<file path="config.mk">
export PLATFORM = sky130hd
export DESIGN_NAME = dgps_mac
export DESIGN_NICKNAME = d
export VERILOG_FILES = /design/src/dgps_pkg.sv /design/src/dgps_mac.sv
export SDC_FILE = /design/constraint.sdc
export NUM_CORES = 2
export LEC_CHECK = 0
export BUFFER_PORTS_ARGS = -buffer_cell sky130_fd_sc_hd__buf_2
export CAP_MARGIN = 20
export CORE_MARGIN = 2
export CORE_UTILIZATION = 60
export CTS_BUF_LIST = sky130_fd_sc_hd__clkbuf_16
export DETAILED_ROUTE_END_ITERATION = 12
export GPL_ROUTABILITY_DRIVEN = 0
export PLACE_DENSITY_LB_ADDON = 0.15
export SETUP_SLACK_MARGIN = 0.4
export SKIP_LAST_GASP = 1
export SYNTH_ARGS = -nofsm -noshare
export SYNTH_HDL_FRONTEND = slang
export SYNTH_SLANG_ARGS = --single-unit
</file>
<file path="constraint.sdc">
create_clock -name clk -period 6.33 [get_ports clk]
set_clock_uncertainty 0.1 [all_clocks]
set_input_delay 0 -clock clk [delete_from_list [all_inputs] [get_ports clk]]
set_output_delay 0 -clock clk [all_outputs]
set_load 0.05 [all_outputs]
</file>
<file path="src/dgps_pkg.sv">
// Package for the dual-grain pitch shifter: sequencer states, control
// structs, shared arithmetic widths and configuration register indexes.
// No dependencies.
`timescale 1ns / 1ps
`default_nettype none
package dgps_pkg;

  // Shared multiplier operand and accumulator widths
  localparam int A_W   = 42;
  localparam int B_W   = 22;
  localparam int ACC_W = A_W + B_W;

  // Configuration register indexes
  localparam int CFG_IDX_W = 4;
  localparam logic [CFG_IDX_W-1:0] CFG_PITCH   = 4'd0;
  localparam logic [CFG_IDX_W-1:0] CFG_LENGTH  = 4'd1;
  localparam logic [CFG_IDX_W-1:0] CFG_DENSITY = 4'd2;
  localparam logic [CFG_IDX_W-1:0] CFG_WET     = 4'd3;

  typedef enum logic [3:0] {
    ST_IDLE,
    ST_MOD,
    ST_P2,
    ST_IDX1_LD,
    ST_IDX1,
    ST_IDX2_LD,
    ST_IDX2,
    ST_RD,
    ST_CALC,
    ST_DONE
  } state_t;

  typedef struct packed {
    logic en;
    logic accum;
  } mac_ctl_t;

  typedef struct packed {
    logic start;
    logic run;
    logic idx_mode;
  } div_ctl_t;

endpackage
`default_nettype wire

</file>
<file path="src/dgps_mac.sv">
// Shared signed multiply-accumulate unit with a registered accumulator.
// Depends on dgps_pkg.
`timescale 1ns / 1ps
`default_nettype none
module dgps_mac (
  input  logic                                 clk,
  input  dgps_pkg::mac_ctl_t                   ctl,
  input  logic signed [dgps_pkg::A_W-1:0]      op_a,
  input  logic signed [dgps_pkg::B_W-1:0]      op_b,
  output logic signed [dgps_pkg::ACC_W-1:0]    acc
);
  import dgps_pkg::*;

  logic signed [ACC_W-1:0] prod;
  logic signed [ACC_W-1:0] acc_r;

  assign prod = op_a * op_b;

  // Start a new sum or add to the running one
  always_ff @(posedge clk) begin
    if (ctl.en) begin
      acc_r <= (ctl.accum ? acc_r : '0) + prod;
    end
  end

  assign acc = acc_r;

endmodule
`default_nettype wire

</file>
==> qor.yml <==
outcome:
  outcome: "complete, but fails checks"
  violations: "setup timing"
synthesis:
  synth_area_leaders: "fa_1 (55%), inv_1 (11%), and2_1 (6.4%)"
  netlist_area_sq_mm: 0.0363
  synthFlopType: "edfxtp_1"
  synth_compound_area_share_pct: 3.42
  synth_cell_types: 54
  yosys.area.top_type: "fa_1"
  async_flop_share_pct: 0
  synthSimpleGateAreaFrac_pct: 14.9
  yosysSeqAreaShare_pct: 5.29
  postSynthNetCount: 5187
  synth-edff-count: 64
  synth_cells: 3943
  synth_xor_area_share_pct: 1.86
  synth_seq_cells: 64
  yosysTopAreaCellShare_pct: 54.6
  synthAdderAreaFrac_pct: 61.0
  synth_top_family_by_area: "adder cells"
  muxShareOfSynthArea_pct: 0.0276
  avgSynthCellArea_sq_um: 9.21
  ys_warn_count: 0
layout:
  n_antenna_cell: 0
  largest_reg_flops: 64
  nets: 5666
  drive_above_1_share_pct: 19.7
  final_cell_mix: "inv_1 (1,087), fa_1 (968), nand2_1 (610)"
  final_util_pct: 72.0
  area_growth_pct: 19.3
  final_common_cell: "inv_1"
die:
  num_rows: 90
  ios: 131
  start_util_pct: 60.4
  coreArea_sq_mm: 0.0601
  die_h_microns: 250
  die_w_microns: 250
  dieArea_sq_mm: 0.0625
setup_path:
  cp_data_required_time_ns: 6.34
  worstSetupStartpointType: "flop"
  rr_endpoint: "acc[63]"
  r2r_slack_ns: -0.60
  timing.rr.start: "acc[21]"
  worstSetupPathType: "reg2reg"
  arrival_ns: 6.94
  endpoint_kind: "flop"
  cp_max_fo: 3
  reg2reg_depth: 21
global_routing:
  grt.overflow.total: 0
  grt_pass1_vias: 30600
  grt_max_degree: 65
  antenna_found_initial: 4
  grt_pass1_wl_microns: 161000
  track_usage_pct: 33.2
timing:
  slew-limit-headroom_pct: 31.8
  rsz0062_at_grt: "true"
  fmax_ghz: 0.144
  holdWs_ns: 0.235
  fin_ws_ns: -0.604
  setup_viol: 31
  hold_violations: 0
  min_period_over_period_pct: 110
  maxSlewViolCount: 0
  worst-slew-pin-transition_ns: 1.02
  finalSetupTns_ns: -10.68
  period_needed_ns: 6.93
drt:
  drtIter0Drc: 1781
  vias: 27800
  avgRoutedWirePerCell_microns: 19.0
  routed_wl_microns: 98900
  ant_nets: 0
  drc: 0
  via_per_inst: 5.33
  firstDrtPassIters: 7
clock_network:
  cts.htree.levels: 3
  clock-sinks: 64
  cts_tree: "yes"
  clk-insertion-delay-late_ns: 0.36
  cts_root_buf: "clkbuf_16"
  cts_hold_repair.buffers: 0
  numCtsBuffers: 9
  clockBufferDepth: 2
  clk_pin_slew_ns: 0.06
worst_hold_path:
  hold_class: "in2reg"
  min_path_cells: 1
  hold_start: "ctl[1]"
  min_to: "acc[44]"
place:
  dpl.hpwl_microns: 85500
  port_buffers: 130
run:
  max_cap_violations: 0
[worst max-delay path by stage]
stage	from	end	slack (ns)	depth (start not counted)
5_1_grt	acc[21]	acc[61]	-0.74	23
2_1_floorplan	acc[21]	acc[63]	-0.42	22
4_1_cts	acc[21]	acc[61]	-0.49	23
3_5_place_dp	op_a[12]	acc[61]	-0.85	22
3_3_place_gp	op_b[16]	acc[61]	-0.71	23
6_report	acc[21]	acc[63]	-0.60	21
[logic make-up (layout without fill, tap and decap cells)]
logic type	Yosys count	in the layout
and+or+nand+nor	1136	1136
DFF	64	64
buffers and inverters	1300	1783
adders and majority gates	1177	1177
xor gates and xnor gates	77	77
muxes	1	1
AOI/OAI and AO/OA	188	188
[worst max-delay path, cell delays in order, from the launching register on]
cell and delay (ns):
edfxtp_1 0.42, and2_4 0.18, fa_1 0.55, fa_1 0.43, inv_2 0.07, fa_2 0.43, fa_1 0.52, inv_2 0.04
fa_2 0.39, fa_1 0.59, fa_1 0.46, ha_1 0.37, a211oi_2 0.19, nor2_1 0.08, nor3_1 0.22, and3b_2 0.26
a221oi_4 0.36, a31oi_4 0.18, a31oi_4 0.27, o21bai_2 0.11, a221o_1 0.34, xnor2_1 0.12
[cell type report]
| class | instances | area, sq um |
|---|---|---|
| Clock inverter | 6 | 85.1 |
| Clock buffer | 9 | 225 |
| Timing Repair Buffer | 673 | 5330 |
| Fill cell | 4474 | 16800 |
| Multi-Input combinational cell | 2579 | 30700 |
| Sequential cell | 64 | 1920 |
| Inverter | 1095 | 4120 |
| Tap cell | 782 | 978 |
[timing repair]
item                                    4_1_cts  5_1_grt
pin swaps                                    53       56
endpoints found under the setup margin       46       46
setup buffers                                24       31
gates resized for setup                      70       91
[stage by stage]
stage	worst slack, ns	area [sq um]	instances
6_report	-0.604	43300	5208
5_1_grt	-0.740	43300	5208
4_1_cts	-0.489	42700	5177
3_5_place_dp	-0.853	41800	5138
3_3_place_gp	-0.711	41800	5138
2_1_floorplan	-0.422	36900	3943
[routing by layer]
metal,global-route usage [%],part of all wire (%),vias to the layer above
met2,56.0,49,1004
met3,5.67,7.3,252
met4,12.5,4.3,6
met5,0,0.032,-
met1,43.5,39,14400
li1,-,-,12100
[cells in the mapped netlist, types with 2 or more instances]
| library cell | number |
|---|---|
| a21oi_1 | 64 |
| nor3_1 | 11 |
| nand3b_1 | 2 |
| a221o_1 | 2 |
| buf_1 | 2 |
| and3_1 | 7 |
| o21bai_1 | 10 |
| and2_1 | 373 |
| xor2_1 | 19 |
| and4_1 | 4 |
| and3b_1 | 3 |
| or3_1 | 3 |
| nor2_1 | 53 |
| nand2b_1 | 15 |
| o31ai_1 | 3 |
| edfxtp_1 | 64 |
| o211a_1 | 2 |
| ha_1 | 186 |
| fa_1 | 991 |
| o211ai_1 | 4 |
| a21o_1 | 28 |
| nor2b_1 | 8 |
| xnor2_1 | 58 |
| a31oi_1 | 10 |
| or2_2 | 4 |
| nand3_1 | 20 |
| nand2_1 | 616 |
| nand4_1 | 13 |
| nor4_1 | 2 |
| clkbuf_1 | 203 |
| o21a_1 | 7 |
| a211oi_1 | 8 |
| inv_1 | 1095 |
| o21ai_0 | 33 |
Power is left out: the tool's default activity adds up to more than one toggle a clock period on the data nets, which glitch-free logic cannot reach.
