<file path="config.mk">
export PLATFORM = sky130hd
export DESIGN_NAME = dgps_div
export DESIGN_NICKNAME = d
export VERILOG_FILES = /design/src/dgps_pkg.sv /design/src/dgps_div.sv
export SDC_FILE = /design/constraint.sdc
export NUM_CORES = 1
export LEC_CHECK = 0
export ABC_AREA = 1
export ABC_CLOCK_PERIOD_IN_PS = 13500
export BUFFER_PORTS_ARGS = -buffer_cell sky130_fd_sc_hd__buf_2
export CAP_MARGIN = 0
export CELL_PAD_IN_SITES_DETAIL_PLACEMENT = 0
export CELL_PAD_IN_SITES_GLOBAL_PLACEMENT = 1
export CORE_ASPECT_RATIO = 0.6
export CORE_MARGIN = 3
export CORE_UTILIZATION = 42
export DETAILED_ROUTE_END_ITERATION = 10
export PLACE_DENSITY_LB_ADDON = 0.08
export RECOVER_POWER = 25
export SETUP_SLACK_MARGIN = 0.05
export SLEW_MARGIN = 40
export SYNTH_ARGS = -nofsm -noshare
export SYNTH_HDL_FRONTEND = slang
export SYNTH_SLANG_ARGS = --single-unit
</file>
<file path="constraint.sdc">
create_clock -name clk -period 13.5 [get_ports clk]
set_input_delay 1.35 -clock clk [delete_from_list [all_inputs] [get_ports clk]]
set_output_delay 1.35 -clock clk [all_outputs]
set_load 0.005 [all_outputs]
</file>
<file path="src/dgps_pkg.sv">
// Package for the dual-grain pitch shifter: sequencer states, control
// structs, shared arithmetic widths and configuration register indexes.
// No dependencies.
`timescale 1ns / 1ps
`default_nettype none
package dgps_pkg;

  // Shared multiplier operand and accumulator widths
  localparam int A_W   = 42;
  localparam int B_W   = 22;
  localparam int ACC_W = A_W + B_W;

  // Configuration register indexes
  localparam int CFG_IDX_W = 4;
  localparam logic [CFG_IDX_W-1:0] CFG_PITCH   = 4'd0;
  localparam logic [CFG_IDX_W-1:0] CFG_LENGTH  = 4'd1;
  localparam logic [CFG_IDX_W-1:0] CFG_DENSITY = 4'd2;
  localparam logic [CFG_IDX_W-1:0] CFG_WET     = 4'd3;

  typedef enum logic [3:0] {
    ST_IDLE,
    ST_MOD,
    ST_P2,
    ST_IDX1_LD,
    ST_IDX1,
    ST_IDX2_LD,
    ST_IDX2,
    ST_RD,
    ST_CALC,
    ST_DONE
  } state_t;

  typedef struct packed {
    logic en;
    logic accum;
  } mac_ctl_t;

  typedef struct packed {
    logic start;
    logic run;
    logic idx_mode;
  } div_ctl_t;

endpackage
`default_nettype wire

</file>
<file path="src/dgps_div.sv">
// Shared restoring divider: one compare and subtract per cycle. Serves the
// phase modulo and the window index divisions. Depends on dgps_pkg.
`timescale 1ns / 1ps
`default_nettype none
module dgps_div #(
  parameter int PW = 31,
  parameter int WB = 10
) (
  input  logic                     clk,
  input  logic                     rst_n,
  input  dgps_pkg::div_ctl_t       ctl,
  input  logic [PW+WB-1:0]         num,
  input  logic [PW-1:0]            den,
  output logic [PW+WB-1:0]         rem,
  output logic [WB-1:0]            quot,
  output logic                     last
);
  import dgps_pkg::*;

  localparam int DW   = PW + WB;
  localparam int NQ   = PW - 22;
  localparam int KMAX = (NQ > WB) ? NQ : WB;
  localparam int KW   = $clog2(KMAX);
  localparam int SW   = PW + KMAX;

  logic [KW-1:0]   k_r;
  logic [DW-1:0]   rem_r;
  logic [KMAX-1:0] quot_r;
  logic [SW-1:0]   den_sh;
  logic [SW-1:0]   rem_x;
  logic            ge;

  // Divisor aligned to the current quotient bit
  assign den_sh = SW'(den) << k_r;
  assign rem_x  = SW'(rem_r);
  assign ge     = (rem_x >= den_sh);

  always_ff @(posedge clk) begin
    if (!rst_n) begin
      k_r <= '0;
    end else if (ctl.start) begin
      k_r <= ctl.idx_mode ? KW'(WB - 1) : KW'(NQ - 1);
    end else if (ctl.run) begin
      k_r <= k_r - KW'(1);
    end
  end

  // One quotient bit per cycle
  always_ff @(posedge clk) begin
    if (ctl.start) begin
      rem_r  <= num;
      quot_r <= '0;
    end else if (ctl.run && ge) begin
      rem_r       <= DW'(rem_x - den_sh);
      quot_r[k_r] <= 1'b1;
    end
  end

  assign rem  = rem_r;
  assign quot = quot_r[WB-1:0];
  assign last = ctl.run && (k_r == '0);

endmodule
`default_nettype wire

</file>
==> run summary <==
Clk buf depth -> 2
Worst-case clock skew -> 0.00968 ns
Largest stage delay, worst path -> 2.21 ns
Crit. End Element -> flip-flop
R2R cell count -> 17
Site Rows -> 34
RSZ-0062 raised after global routing -> no
Total track usage -> 26.8%
Yosys reg bits -> 55
Crit path to -> rem[20]$_DFFE_PP_
Req. time, crit path -> 13.47 ns
ANT cells -> 0
MaxCap Viol Count -> 1
Pwr/cell area -> 209 nW/µm²
Yosys cell types -> 40
Synth top cells by count -> 371 x nand2_1, 104 x nand3_1, 99 x o21ai_0, 88 x inv_1, 77 x nor2_1
Top_reg_cell synth -> edfxtp_1
Synthesized area -> 6450 µm²
Share of layout cells above drive strength 1 -> 14.7%
TritonCTS clock tree -> built
Largest net degree at the start of global routing -> 75
Initial antenna violation count -> 0
Final setup vio count -> 0
Vias per cell -> 5.34
DRC viols -> 0
Post-synthesis compound-gate area fraction -> 17.3%
Synth Area in Adders -> 9.03%
Die X -> 166 µm
# fillers -> 1639
Max stage delay cell, worst path -> clkbuf_1
Worst-Skew Late Latency -> 0.31 ns
Worst Tran Pin Value -> 3.13 ns
Most used cell, CP -> buf_4
Antenna Nets Post-Route -> 0
IO Pins -> 129
Post CTS Setup Buffer Count -> 0
Die height -> 102 µm
GP Congestion -> 0.950
CP max FO -> 74
Hold-fix buffer count after cts -> 0
TNS Setup -> 0 ns
Placed cell area -> 7240 µm²
Die area -> 16900 µm²
Post-synth top area cell -> nand2_1
Area Overhead vs Synth -> 14.3%
Power Total -> 1.54 mW
FF+latch area -> 1510 µm²
Syn Area/Cell -> 6.08 µm²
CP Cell Sequence -> buf_2, clkbuf_1, clkinv_1, buf_4, a31oi_4, buf_4
First-pass DRT Iterations -> 5
Failing checks -> max-capacitance violations, max-slew violations
Final period utilization -> 40.6%
Rel. slew slack -> -109%
Highest Clock Rate -> 0.182 GHz
Async S/R FF share, synth -> 0%
Register area share after synthesis -> 23.4%
Sink Count -> 55
Area contributors post-synth -> nand2_1 22%, edfxtp_1 19%, ha_1 8.7%
Synth Area in XOR/XNOR -> 1.76%
Starting Density -> 43.7%
Multi-input logic area -> 4450 µm²
Clk slew on worst S/H paths -> 0.08 ns
Via count -> 7293
Reg2reg end -> rem[20]$_DFFE_PP_
CP arrival -> 5.46 ns
Wire length of the first global-routing pass -> 35700 µm
Status -> finished, violations left
Top-count cell post-synth -> nand2_1
Hold Path Stages -> 2
Final std cells w/o fill -> 1366
R2r setup slk -> 8.71 ns
CP startpoint -> ctl[2]
Largest family of logic cells by synthesized area -> simple AND/OR/NAND/NOR gates
Vias in the first global route -> 6423
Core area -> 14800 µm²
HP Class -> reg2reg
DP HPWL -> 18700 µm
Final hold viol count -> 0
Final min period -> 5.49 ns
Mux contribution to synthesized area -> 0.465%
Syn nets -> 1185
Final #Nets -> 1290
Leakage dissipation -> 3.55 nW
Worst IR Drop VDD -> 0.101 mV
Iteration-0 DRC Markers -> 882
DR WL/cell -> 16.8 µm
Final instance area -> 7380 µm²
CP startpoint kind -> input pin
Total wire length -> 23000 µm
H-Tree Level Count -> 2
Post-synth EDFFs -> 41
Ys Warns -> 0
GRT overflow -> 0
Num CTS Buffers -> 5
Post-CTS resize count -> 0
WS Path Type -> in2reg
IO Port Bufs -> 128
Post-Synth Simple-Gate Area -> 40.2%
Slew Limit Fails -> 75
Cells after Synth -> 1062
Reg-to-Reg Start -> k_r[1]$_SDFFE_PN0P_
Share of the synthesized area in the top cell type -> 21.6%
Cell count after placement -> 1358
Root Driver -> clkbuf_16
==> metrics by stage <==
step / util [%] / hold slack, ns / setup slack [ns]
2_1_floorplan: - / 0.447 / 7.80
3_3_place_gp: 49.1 / 0.435 / 8.34
3_5_place_dp: 49.1 / 0.440 / 8.28
4_1_cts: 50.2 / 0.451 / 8.25
5_1_grt: 50.0 / 0.471 / 7.43
6_report: 50.0 / 0.447 / 8.01
==> flip-flops by register name, summed over array words and instances, names as in the netlist <==
name and flops:
rem 41, quot 10, k_r 4
==> metal layers <==
layer / share of wire [%] / GRT usage, % / up-vias / wire length, µm
met5: 0.24 / 2.45 / - / 55
met4: 0.71 / 3.39 / 2 / 164
met3: 12 / 8.31 / 14 / 2710
met2: 34 / 33.1 / 351 / 7870
met1: 53 / 44.0 / 3186 / 12200
li1: - / - / 3740 / -
==> worst min-delay path by stage <==
stage | slack (ns) | endpoint | startpoint
6_report | 0.45 | quot[3]$_SDFFE_PP0P_ | quot[3]$_SDFFE_PP0P_
4_1_cts | 0.45 | quot[2]$_SDFFE_PP0P_ | quot[2]$_SDFFE_PP0P_
3_3_place_gp | 0.43 | quot[3]$_SDFFE_PP0P_ | quot[3]$_SDFFE_PP0P_
2_1_floorplan | 0.45 | quot[1]$_SDFFE_PP0P_ | quot[1]$_SDFFE_PP0P_
5_1_grt | 0.47 | quot[9]$_SDFFE_PP0P_ | quot[9]$_SDFFE_PP0P_
3_5_place_dp | 0.44 | quot[2]$_SDFFE_PP0P_ | quot[2]$_SDFFE_PP0P_
==> where the power goes <==
| part | internal [mW] | switching (mW) | leakage (nW) | total (mW) |
|---|---|---|---|---|
| Sequential | 0.271 | 0.0470 | 0.529 | 0.318 |
| Clock | 0.0795 | 0.0670 | 0.0805 | 0.146 |
| Combinational | 0.369 | 0.709 | 2.94 | 1.08 |
| Total | 0.719 | 0.823 | 3.55 | 1.54 |
==> final cells by class <==
cell class | instances | share of cell area, %
clock inverters | 1 | 0.0848
multi-input cells | 879 | 60.3
repair buffers | 135 | 9.02
clock buffers | 7 | 2.07
well taps | 198 | 3.36
flip-flops and latches | 55 | 20.5
inverters | 91 | 4.63
==> kinds of logic (layout without fill, tap and decap cells) <==
logic type,after synthesis,count (layout)
simple gates,610,610
compound gates,207,207
buf+inv,128,234
flops,55,55
fa+ha+maj,46,46
xor+xnor,13,13
mux,3,3
==> critical path: cells and delay by family <==
kind / cells / cell delay, ns
buffers and inverters: 5 / 3.44
AO/OA/AOI/OAI: 1 / 0.60
==> layout by cell type, fill, tap and decap left out, types with 10 or more instances in the layout <==
| cell type | n |
|---|---|
| nor2_2 | 13 |
| xnor2_1 | 12 |
| nand3_1 | 104 |
| dfxtp_1 | 13 |
| nand2_1 | 371 |
| nand2_2 | 10 |
| or2_2 | 13 |
| a21oi_1 | 68 |
| o21ai_0 | 99 |
| nor2_1 | 77 |
| edfxtp_1 | 41 |
| inv_1 | 87 |
| buf_2 | 109 |
| clkbuf_1 | 18 |
| ha_1 | 45 |
No activity file was read; power rests on OpenSTA's default activity.
